**src/rtl/core/mm_pkg.sv**
```systemverilog
// Shared constants, codes and types of the matrix multiply block.
// No dependencies; imported by every module of the block except the RAM.
`timescale 1ns / 1ps

package mm_pkg;

    localparam int MAX_DIM     = 8;
    localparam int IDX_W       = $clog2(MAX_DIM);
    localparam int RAM_DEPTH   = MAX_DIM * MAX_DIM;
    localparam int ADDR_W      = $clog2(RAM_DEPTH);
    localparam int FIELD_IDX_W = 3;
    localparam int VAL_W       = 16;
    localparam int MUL_W       = 2 * VAL_W;
    localparam int PROD_W      = 35;
    localparam int CFG_W       = 4;
    localparam int CFG_IDX_W   = 2;

    localparam logic [CFG_IDX_W-1:0] CFG_ROWS_A    = 2'd0;
    localparam logic [CFG_IDX_W-1:0] CFG_INNER_DIM = 2'd1;
    localparam logic [CFG_IDX_W-1:0] CFG_COLS_B    = 2'd2;

    localparam logic [CFG_W-1:0] CFG_RESET_DIM = 4'd8;

    typedef enum logic [1:0] {
        OP_WRITE_A = 2'd0,
        OP_WRITE_B = 2'd1,
        OP_START   = 2'd2
    } t_opcode;

    typedef struct packed {
        logic             valid;
        logic             first;
        logic             last_k;
        logic             last_el;
        logic [IDX_W-1:0] row;
        logic [IDX_W-1:0] col;
    } t_mac_ctrl;

endpackage

```
**src/rtl/core/mm_ram.sv**
```systemverilog
// Generic simple dual-port RAM: one write port, one read port, registered read.
// No dependencies.
`timescale 1ns / 1ps

module mm_ram #(
    parameter int WIDTH = 16,
    parameter int DEPTH = 64
) (
    input  logic                     i_clk,
    input  logic                     i_we,
    input  logic [$clog2(DEPTH)-1:0] i_waddr,
    input  logic [WIDTH-1:0]         i_wdata,
    input  logic [$clog2(DEPTH)-1:0] i_raddr,
    output logic [WIDTH-1:0]         o_rdata
);

    logic [WIDTH-1:0] r_mem [DEPTH];
    logic [WIDTH-1:0] r_rdata;

    always_ff @(posedge i_clk) begin
        if (i_we) begin
            r_mem[i_waddr] <= i_wdata;
        end
        r_rdata <= r_mem[i_raddr];
    end

    assign o_rdata = r_rdata;

endmodule

```
**src/rtl/core/mm_mac.sv**
```systemverilog
// Multiply-accumulate datapath with the result output register.
// Depends on mm_pkg; fed by the element RAM read ports of the top level.
`timescale 1ns / 1ps

module mm_mac
    import mm_pkg::*;
(
    input  logic                          i_clk,
    input  logic                          i_rst_n,
    input  t_mac_ctrl                     i_ctrl,
    input  logic signed [VAL_W-1:0]       i_a,
    input  logic signed [VAL_W-1:0]       i_b,
    input  logic                          i_out_ready,
    output logic                          o_out_valid,
    output logic signed [PROD_W-1:0]      o_prod_value,
    output logic [FIELD_IDX_W-1:0]        o_out_row,
    output logic [FIELD_IDX_W-1:0]        o_out_col,
    output logic                          o_last
);

    t_mac_ctrl                   r_c1;
    t_mac_ctrl                   r_c2;
    logic signed [MUL_W-1:0]     r_prod;
    logic signed [PROD_W-1:0]    r_acc;
    logic signed [PROD_W-1:0]    n_acc;
    logic signed [PROD_W-1:0]    prod_ext;
    logic                        r_out_valid;
    logic signed [PROD_W-1:0]    r_out_value;
    logic [IDX_W-1:0]            r_out_row;
    logic [IDX_W-1:0]            r_out_col;
    logic                        r_out_last;

    assign prod_ext = PROD_W'(r_prod);
    assign n_acc    = r_c2.first ? prod_ext : r_acc + prod_ext;

    always_ff @(posedge i_clk) begin
        if (!i_rst_n) begin
            r_c1.valid  <= 1'b0;
            r_c2.valid  <= 1'b0;
            r_out_valid <= 1'b0;
        end else begin
            r_c1 <= i_ctrl;
            r_c2 <= r_c1;
            if (r_c2.valid && r_c2.last_k) begin
                r_out_valid <= 1'b1;
            end else if (r_out_valid && i_out_ready) begin
                r_out_valid <= 1'b0;
            end
        end
    end

    always_ff @(posedge i_clk) begin
        r_prod <= MUL_W'(i_a) * MUL_W'(i_b);
        if (r_c2.valid) begin
            r_acc <= n_acc;
        end
        if (r_c2.valid && r_c2.last_k) begin
            r_out_value <= n_acc;
            r_out_row   <= r_c2.row;
            r_out_col   <= r_c2.col;
            r_out_last  <= r_c2.last_el;
        end
    end

    assign o_out_valid  = r_out_valid;
    assign o_prod_value = r_out_value;
    assign o_out_row    = FIELD_IDX_W'(r_out_row);
    assign o_out_col    = FIELD_IDX_W'(r_out_col);
    assign o_last       = r_out_last;

endmodule

```
**src/rtl/core/matrix_multiply_top.sv**
```systemverilog
// Matrix multiply top: element writes give no result. The inner-product loop of
// a start runs on one multiplier fed by the two RAM read ports, with one result
// element in flight; each element waits until the previous result is taken.
// Reset is synchronous, active low; it sets the dimensions to 8 and leaves the
// element RAMs unwritten.
`timescale 1ns / 1ps

module matrix_multiply_top
    import mm_pkg::*;
(
    input  logic                          i_clk,
    input  logic                          i_rst_n,
    input  logic                          i_cfg_we,
    input  logic [CFG_IDX_W-1:0]          i_cfg_index,
    input  logic [CFG_W-1:0]              i_cfg_data,
    input  logic                          i_in_valid,
    output logic                          o_in_ready,
    input  logic [1:0]                    i_opcode,
    input  logic [FIELD_IDX_W-1:0]        i_row_index,
    input  logic [FIELD_IDX_W-1:0]        i_col_index,
    input  logic signed [VAL_W-1:0]       i_elem_value,
    output logic                          o_out_valid,
    input  logic                          i_out_ready,
    output logic signed [PROD_W-1:0]      o_prod_value,
    output logic [FIELD_IDX_W-1:0]        o_out_row,
    output logic [FIELD_IDX_W-1:0]        o_out_col,
    output logic                          o_last
);

    typedef enum logic [1:0] {
        S_IDLE,
        S_WAIT,
        S_RUN
    } t_state;

    t_state            r_state;
    logic [CFG_W-1:0]  r_cfg_rows;
    logic [CFG_W-1:0]  r_cfg_inner;
    logic [CFG_W-1:0]  r_cfg_cols;
    logic [IDX_W-1:0]  r_i;
    logic [IDX_W-1:0]  r_j;
    logic [IDX_W-1:0]  r_k;
    logic              r_inflight;

    logic [CFG_W-1:0]  dim_m;
    logic [CFG_W-1:0]  dim_n;
    logic [CFG_W-1:0]  dim_p;
    logic              in_accept;
    logic              out_accept;
    logic              wr_in_range;
    logic              we_a;
    logic              we_b;
    logic [ADDR_W-1:0] waddr;
    logic [ADDR_W-1:0] raddr_a;
    logic [ADDR_W-1:0] raddr_b;
    logic [VAL_W-1:0]  rdata_a;
    logic [VAL_W-1:0]  rdata_b;
    logic              i_last;
    logic              j_last;
    logic              k_last;
    t_mac_ctrl         issue_ctrl;

    function automatic logic [CFG_W-1:0] clamp_dim(input logic [CFG_W-1:0] d);
        logic [CFG_W-1:0] res;
        res = d;
        if (d == '0) begin
            res = CFG_W'(1);
        end else if (d > MAX_DIM) begin
            res = CFG_W'(MAX_DIM);
        end
        return res;
    endfunction

    assign dim_m = clamp_dim(r_cfg_rows);
    assign dim_n = clamp_dim(r_cfg_inner);
    assign dim_p = clamp_dim(r_cfg_cols);

    assign o_in_ready = (r_state == S_IDLE);
    assign in_accept  = i_in_valid && o_in_ready;
    assign out_accept = o_out_valid && i_out_ready;

    assign wr_in_range = (i_row_index < MAX_DIM) && (i_col_index < MAX_DIM);
    assign we_a  = in_accept && wr_in_range && (i_opcode == OP_WRITE_A);
    assign we_b  = in_accept && wr_in_range && (i_opcode == OP_WRITE_B);
    assign waddr = ADDR_W'(i_row_index * MAX_DIM + i_col_index);

    assign raddr_a = ADDR_W'(r_i * MAX_DIM + r_k);
    assign raddr_b = ADDR_W'(r_k * MAX_DIM + r_j);

    assign i_last = (r_i == IDX_W'(dim_m - CFG_W'(1)));
    assign j_last = (r_j == IDX_W'(dim_p - CFG_W'(1)));
    assign k_last = (r_k == IDX_W'(dim_n - CFG_W'(1)));

    assign issue_ctrl.valid   = (r_state == S_RUN);
    assign issue_ctrl.first   = (r_k == '0);
    assign issue_ctrl.last_k  = k_last;
    assign issue_ctrl.last_el = i_last && j_last;
    assign issue_ctrl.row     = r_i;
    assign issue_ctrl.col     = r_j;

    always_ff @(posedge i_clk) begin
        if (!i_rst_n) begin
            r_state     <= S_IDLE;
            r_cfg_rows  <= CFG_RESET_DIM;
            r_cfg_inner <= CFG_RESET_DIM;
            r_cfg_cols  <= CFG_RESET_DIM;
            r_i         <= '0;
            r_j         <= '0;
            r_k         <= '0;
            r_inflight  <= 1'b0;
        end else begin
            if (i_cfg_we) begin
                unique case (i_cfg_index)
                    CFG_ROWS_A:    r_cfg_rows  <= i_cfg_data;
                    CFG_INNER_DIM: r_cfg_inner <= i_cfg_data;
                    CFG_COLS_B:    r_cfg_cols  <= i_cfg_data;
                    default: ;
                endcase
            end
            if (out_accept) begin
                r_inflight <= 1'b0;
            end
            unique case (r_state)
                S_IDLE: begin
                    if (in_accept && (i_opcode == OP_START)) begin
                        r_state <= S_WAIT;
                        r_i     <= '0;
                        r_j     <= '0;
                        r_k     <= '0;
                    end
                end
                S_WAIT: begin
                    if (!r_inflight) begin
                        r_state <= S_RUN;
                    end
                end
                S_RUN: begin
                    if (k_last) begin
                        r_k        <= '0;
                        r_inflight <= 1'b1;
                        if (j_last) begin
                            r_j <= '0;
                            if (i_last) begin
                                r_state <= S_IDLE;
                            end else begin
                                r_i     <= r_i + IDX_W'(1);
                                r_state <= S_WAIT;
                            end
                        end else begin
                            r_j     <= r_j + IDX_W'(1);
                            r_state <= S_WAIT;
                        end
                    end else begin
                        r_k <= r_k + IDX_W'(1);
                    end
                end
                default: begin
                    r_state <= S_IDLE;
                end
            endcase
        end
    end

    mm_ram #(
        .WIDTH (VAL_W),
        .DEPTH (RAM_DEPTH)
    ) u_ram_a (
        .i_clk   (i_clk),
        .i_we    (we_a),
        .i_waddr (waddr),
        .i_wdata (i_elem_value),
        .i_raddr (raddr_a),
        .o_rdata (rdata_a)
    );

    mm_ram #(
        .WIDTH (VAL_W),
        .DEPTH (RAM_DEPTH)
    ) u_ram_b (
        .i_clk   (i_clk),
        .i_we    (we_b),
        .i_waddr (waddr),
        .i_wdata (i_elem_value),
        .i_raddr (raddr_b),
        .o_rdata (rdata_b)
    );

    mm_mac u_mac (
        .i_clk        (i_clk),
        .i_rst_n      (i_rst_n),
        .i_ctrl       (issue_ctrl),
        .i_a          (rdata_a),
        .i_b          (rdata_b),
        .i_out_ready  (i_out_ready),
        .o_out_valid  (o_out_valid),
        .o_prod_value (o_prod_value),
        .o_out_row    (o_out_row),
        .o_out_col    (o_out_col),
        .o_last       (o_last)
    );

endmodule

```
**config.mk**
```make
export PLATFORM = sky130hd
export DESIGN_NAME = matrix_multiply_top
export DESIGN_NICKNAME = d
export VERILOG_FILES = /design/src/rtl/core/mm_pkg.sv /design/src/rtl/core/mm_ram.sv /design/src/rtl/core/mm_mac.sv /design/src/rtl/core/matrix_multiply_top.sv
export SDC_FILE = /design/constraint.sdc
export NUM_CORES = 2
export LEC_CHECK = 0
export ABC_AREA = 1
export BUFFER_PORTS_ARGS = -buffer_cell sky130_fd_sc_hd__buf_2
export CAP_MARGIN = 20
export CORE_ASPECT_RATIO = 0.8
export CORE_MARGIN = 2
export CORE_UTILIZATION = 45
export DETAILED_ROUTE_END_ITERATION = 8
export PLACE_DENSITY = 0.7
export SLEW_MARGIN = 20
export SYNTH_ARGS = -nofsm -noshare
export SYNTH_HDL_FRONTEND = slang
export SYNTH_SLANG_ARGS = --single-unit
```
**constraint.sdc**
```tcl
create_clock -name i_clk -period 6.05 [get_ports i_clk]
set_clock_uncertainty 0.05 [all_clocks]
set_input_delay 0 -clock i_clk [delete_from_list [all_inputs] [get_ports i_clk]]
set_output_delay 0 -clock i_clk [all_outputs]
set_load 0.03 [all_outputs]
```
---- Word-level counts from Yosys, hierarchy flattened ----
Memories as Yosys holds them, arrays and structs flattened. A register that Yosys moved wholly into a read port is not among the register bits.
Index checks and enable logic that the tools add are counted.
W data, S select, Z words.
storage, ports and cells
  register bits ........................... 154
  memory bits (writable) .................. 2048
  input port bits ......................... 35
  output and inout port bits .............. 44
  logic and storage cells ................. 112
  memories kept ........................... 2
memory list
  memory         words  bits a word  read ports  clocked after memory_dff  wr ports  line          text
  u_ram_a.r_mem  64     16           1           1                         1         mm_ram.sv:17  logic [WIDTH-1:0] r_mem [DEPTH];
  u_ram_b.r_mem  64     16           1           1                         1         mm_ram.sv:17
operators by class
  add/sub/neg operators ................... 10
  multipliers ............................. 1
  magnitude comparators ................... 3
  equal/unequal tests ..................... 14
  muxes and demuxes ....................... 32
  reductions and logical operators ........ 23
operators by type and width
  kind                   number
  $mux W3                13
  $add A35 B32 Y35       1
  $mux W35               1
  $mul A16 B16 Y32       1
  $add A6 B3 Y6          3
  $pmux W3 S2            3
  $gt A4 B4 Y1 const B   3
  $logic_not A4 Y1       3
  $mux W1                10
  $add A3 B1 Y3 const B  3
  $eq A3 B3 Y1           3
  $sub A3 B1 Y3 const B  3
  $mux W2                4
  $ne A2 B2 Y1 const B   4
  $reduce_and A2 Y1      4
  $logic_and A1 B1 Y1    7
  $eq A2 B1 Y1 const B   3
  $eq A2 B2 Y1 const B   3
  $logic_not A2 Y1       3
  $pmux W2 S3            1
  $reduce_and A3 Y1      2
  $reduce_and A5 Y1      1
  $reduce_bool A2 Y1     2
  $logic_not A3 Y1       1
  $ne A2 B1 Y1 const B   1

---- Depth between registers and ports, before layout ----
  depth after elaboration ................. 9
  depth in mapped cells ................... 28
  mapped depth without buffers ............ 26

---- Hierarchy ----
From an unflattened synthesis, not the netlist that was laid out.
unflattened totals
  cells, all modules ...................... 9325
  area total of the unflattened synthesis .. 102537.1 um2
modules (own cells, without submodules)
  module               instances  cells each  area an instance (um2)  sequential area each (um2)
  mm_ram               2          3517        42099.1                 31069.8
  mm_mac               1          2065        16856.2                 3553.4
  matrix_multiply_top  1          226         1482.7                  480.5

---- Least setup slack after synthesis ----
OpenSTA, ideal clock, no wires.
  path type ............................... reg2reg
  start ................................... register u_ram_a.r_rdata[15], in the netlist u_ram_a.o_rdata[15], read port of u_ram_a.r_mem
  end ..................................... register u_mac.r_prod[29]
  library setup time ...................... 113 ps
  arrival ................................. 5493 ps
  data required time ...................... 5887 ps
  slack ................................... 394 ps
  stages on the path, launching flop included .. 21
  buffers on the path ..................... 1
  period minus slack after synthesis ...... 5656 ps
  cell sequence ........................... dfxtp_1 -> clkbuf_1 -> nand2_1 -> inv_1 -> fa_1 -> fa_1 -> inv_1 -> fa_1 -> fa_1 -> inv_1 -> fa_1 -> inv_1 -> fa_1 -> inv_1 -> ha_1 -> nand2_1 -> nor2_1 -> nand3_1 -> or2_2 -> nand4_1 -> nand2_1
between the ends
  word-level cells in the longest chain between the ends .. 1
ends and longest elaborated chain
  what                    line          text
  start: declaration      mm_ram.sv:18  logic [WIDTH-1:0] r_rdata;
  $mul A16 B16 Y32        mm_mac.sv:53  r_prod <= MUL_W'(i_a) * MUL_W'(i_b);
  end signal: assignment  mm_mac.sv:53
  end: declaration        mm_mac.sv:23  logic signed [MUL_W-1:0] r_prod;
No other way between the ends.
A chain may end at the register's enable or synchronous reset.

---- Worst setup path in the final report ----
  start ................................... register u_ram_a.r_rdata[14], in the netlist u_ram_a.o_rdata[14], read port of u_ram_a.r_mem
  end ..................................... register u_mac.r_prod[29]
Same word-level chain as after synthesis.

==> results by group <==
Floorplanning
  – Core region area: roughly 0.22 mm²
  – Initial Util: 45.4%
  – Die Wd: around 530 µm
  – I/O Pins: 79
  – Full die area: approximately 0.23 mm²
  – Rows: about 150
  – Die Ht: 426 µm

Layout
  – FILL cells: around 19k
  – Layout overhead on the synthesized area: 10.8%
  – Fin nets: 9270
  – Layout cells sized above 1: 7.36%

CTS
  – TritonCTS clock tree: built
  – Max clock buf depth: 4
  – Skew-Pair Late Insertion Delay: roughly 0.9 ns
  – CTS sink count: 2234
  – CTS clk-pin slew, worst paths: approximately 0.07 ns
  – Post-CTS setup buffer count: 0
  – CTS H-tree lvls: 4
  – Root buffer cell: clkbuf_16
  – Total CTS buffers: around 210

Routing
  – Vias: between 60k and 70k
  – Vias per std cell: approximately 5.7
  – Antenna Violating Nets Remaining: 0
  – WL/cell: 23.2 µm
  – DRC viols: 0
  – DR iter-0 viols: 8884
  – Final WL: between 200 and 300 mm
  – DRT Pass-1 Iters: 8

Logic synthesis
  – Yosys warning total: 0
  – Xor/xnor share of the synthesized area: 0.393%
  – Distinct cells, synth: 42
  – Mux contribution to synthesized area: 0%
  – Synthesized-area fraction occupied by and/or/nand/nor cells: 13.2%
  – #FFs+latches synth: around 2.2k
  – Largest family of logic cells by synthesized area: simple AND/OR/NAND/NOR gates
  – Post-synthesis sequential area ratio: between 60 and 70%
  – Synth Area per Inst: between 10 and 15 µm²
  – Synth Cell Area: approximately 0.1 mm²
  – Compound-Gate Fraction of Synth Area: a little under a tenth
  – Syn nets: around 9.2k
  – Post-Synth Adder-Cell Area: ~6.8%
  – Cells after Synth: approximately 9k

Global routing
  – Vias in the first global route: approximately 66k
  – First-pass GRT wire length: roughly 400 mm
  – Largest net degree at the start of global routing: roughly 200
  – Total GRT Usage: 23.8%
  – Initial antenna violation count: 7
  – Total gr overflow: 0

Timing
  – RSZ-0062 raised after global routing: false
  – Slew HR: between 20 and 30%
  – FMAX: about 0.17 GHz
  – Final Cycle Share: 94.5%
  – Minimum clock period: 5.72 ns
  – Max-slew violations: 0
  – Setup violations, final: 0
  – Fin. Hold Viols: 0
  – Setup_tns: 0 ns
  – Worst Max-Slew Pin Slew: 1.10 ns

Worst setup path
  – Data required, critical path: around 6.8 ns
  – Worst R2R End: u_mac.r_prod[29]$_DFF_P_
  – Peak fanout along the critical path: 16
  – R2R depth: 19
  – Crit. End Element: register
  – Internal reg-to-reg setup slack: 0.33 ns
  – Nature of the critical path startpoint: register
  – Crit Path Category: reg -> reg
  – R2R Path Start: u_ram_a.o_rdata[14]$_DFF_P_
  – CP arrival: 6.42 ns

Hold path
  – Hold Path Class: in -> reg
  – Hold_sp: i_opcode[0]
  – Worst Hold Endpoint: r_k[1]$_SDFFE_PN0P_
  – Worst Hold Depth: 7

Run status
  – Status: finished clean

Placed design
  – I/O Buffers: ~80
  – GPL Wtd Cong: approximately 0.87
  – Hpwl dp: 164 mm

Job
  – MaxCap Viol Count: 0
-- worst max-delay path, cell delays in order, from the launching register on --
cell,delay [ns]
dfxtp_1,0.77
nand2_1,0.18
fa_1,0.57
inv_1,0.06
fa_1,0.54
fa_1,0.45
fa_1,0.51
fa_1,0.50
inv_1,0.06
fa_1,0.47
inv_1,0.04
ha_1,0.41
nand2_1,0.12
nor2_1,0.12
inv_1,0.08
nor2_1,0.20
nand3_1,0.09
or2_2,0.31
nand4_1,0.08
nand2_1,0.06
-- kinds of logic (layout without fill, tap and decap cells) --
| kind of cell | Yosys count | count (layout) |
|---|---|---|
| simple gates | 3347 | 3347 |
| flops | 2234 | 2234 |
| compound gates | 1671 | 1671 |
| buf+inv | 1111 | 1327 |
| fa+ha+maj | 386 | 386 |
| xor+xnor | 45 | 45 |
| other cells | 0 | 3 |
-- per-layer routing --
layer  track usage [%]  part of all wire [%]  up-vias
li1                  -                     -    30600
met3              4.79                    11      426
met1              34.0                    40    33700
met4              7.89                   3.2        4
met5             0.251                 0.035        -
met2              36.7                    45     3833
-- Yosys cell counts --
master | instances | area share [%]
a21boi_1 | 1 | 0.0075
a21oi_1 | 94 | 0.47
a31oi_1 | 4 | 0.025
o22ai_1 | 496 | 3.1
nor2_1 | 1260 | 4.7
or2_2 | 16 | 0.10
fa_1 | 263 | 5.2
nand2b_1 | 1 | 0.0062
o21ai_1 | 62 | 0.31
nand3b_1 | 10 | 0.075
o211ai_1 | 3 | 0.022
o31ai_1 | 2 | 0.015
buf_6 | 21 | 0.24
ha_1 | 123 | 1.5
a21o_1 | 4 | 0.030
nand4_1 | 16 | 0.10
o21ai_0 | 988 | 4.9
buf_1 | 43 | 0.16
buf_4 | 28 | 0.21
a21boi_0 | 1 | 0.0075
nand2_2 | 2 | 0.012
nor3_1 | 29 | 0.14
nand3_1 | 410 | 2.0
clkinv_1 | 2 | 0.0075
and3_1 | 2 | 0.012
clkbuf_1 | 313 | 1.2
o21bai_1 | 15 | 0.11
edfxtp_1 | 2143 | 64
inv_1 | 581 | 2.2
nand2_1 | 1597 | 6.0
inv_4 | 2 | 0.012
clkbuf_2 | 1 | 0.0050
dfxtp_1 | 91 | 1.8
buf_2 | 115 | 0.57
nor2_2 | 1 | 0.0062
a32o_1 | 1 | 0.010
xnor2_1 | 17 | 0.15
inv_2 | 2 | 0.0075
nor4_1 | 2 | 0.012
nor2_4 | 1 | 0.011
xor2_1 | 28 | 0.24
buf_12 | 3 | 0.060
-- cell usage in the layout (no fill, tap or decap), types with 15 or more instances in the layout --
cell type	synthesis	layout
edfxtp_1	2143	2143
nand2_1	1597	1597
nor2_1	1260	1246
o21ai_0	988	988
inv_1	581	578
o22ai_1	496	496
nand3_1	410	408
fa_1	263	263
buf_4	28	247
clkbuf_16	0	211
ha_1	123	123
a21oi_1	94	94
dfxtp_1	91	80
o21ai_1	62	62
buf_2	115	62
clkinv_1	2	59
dlygate4sd3_1	0	46
clkinv_2	0	35
clkbuf_1	313	30
xor2_1	28	28
nor3_1	29	27
xnor2_1	17	17
bufinv_16	0	17
or2_2	16	16
nand4_1	16	16
o21bai_1	15	15
-- metrics by stage --
| stage | area, µm² | worst slack (ns) | util, % | hold WS (ns) | instances |
|---|---|---|---|---|---|
| finish | 111000 | 0.334 | 50.3 | 0.0806 | 12000 |
| global route | 111000 | 0.0217 | 50.3 | 0.0854 | 12000 |
| CTS | 111000 | 0.314 | 50.3 | 0.0635 | 12000 |
| detailed placement | 104000 | 0.243 | 47.2 | 0.244 | 11600 |
| global placement | 104000 | 0.220 | 47.2 | 0.241 | 11600 |
| floorplan | 100000 | 0.394 | - | 0.0489 | 8794 |
-- flip-flops by register name, summed over array words and instances, names as in the netlist, 10 cells and up --
name                flops
u_mac.r_c1             10
u_mac.o_prod_value     35
u_ram_a.r_mem        1024
u_ram_a.o_rdata        16
u_mac.r_c2             10
u_ram_b.r_mem        1024
u_mac.r_prod           32
u_mac.r_acc            35
u_ram_b.o_rdata        16
-- repair_timing --
item,4_1_cts,5_1_grt
gates resized for setup,0,4
hold buffers,46,0
endpoints found under the setup margin,0,4
hold endpoints to repair,1961,0
-- worst max-delay path by stage --
stage                                      from  slack (ns)                        to  cells past startpoint
finish              u_ram_a.o_rdata[14]$_DFF_P_        0.33  u_mac.r_prod[29]$_DFF_P_                     19
global route        u_ram_a.o_rdata[14]$_DFF_P_        0.02  u_mac.r_prod[22]$_DFF_P_                     17
CTS                 u_ram_a.o_rdata[14]$_DFF_P_        0.31  u_mac.r_prod[29]$_DFF_P_                     19
detailed placement  u_ram_b.o_rdata[10]$_DFF_P_        0.24  u_mac.r_prod[31]$_DFF_P_                     22
global placement    u_ram_a.o_rdata[13]$_DFF_P_        0.22  u_mac.r_prod[29]$_DFF_P_                     19
floorplan           u_ram_a.o_rdata[15]$_DFF_P_        0.39  u_mac.r_prod[29]$_DFF_P_                     20
-- cell type report --
type | instances | area, µm² | area share [%]
clock inverters | 131 | 1130 | 1.01
flip-flops and latches | 2234 | 66200 | 59.6
multi-input cells | 5449 | 29600 | 26.6
diodes | 3 | 7.51 | 0.00675
inverters | 587 | 2250 | 2.03
repair buffers | 368 | 2880 | 2.59
well taps | 2964 | 3710 | 3.34
clock buffers | 241 | 5390 | 4.85
Power is not shown: default switching activity piles up to over one toggle a cycle in this logic, so the estimate is an artifact.
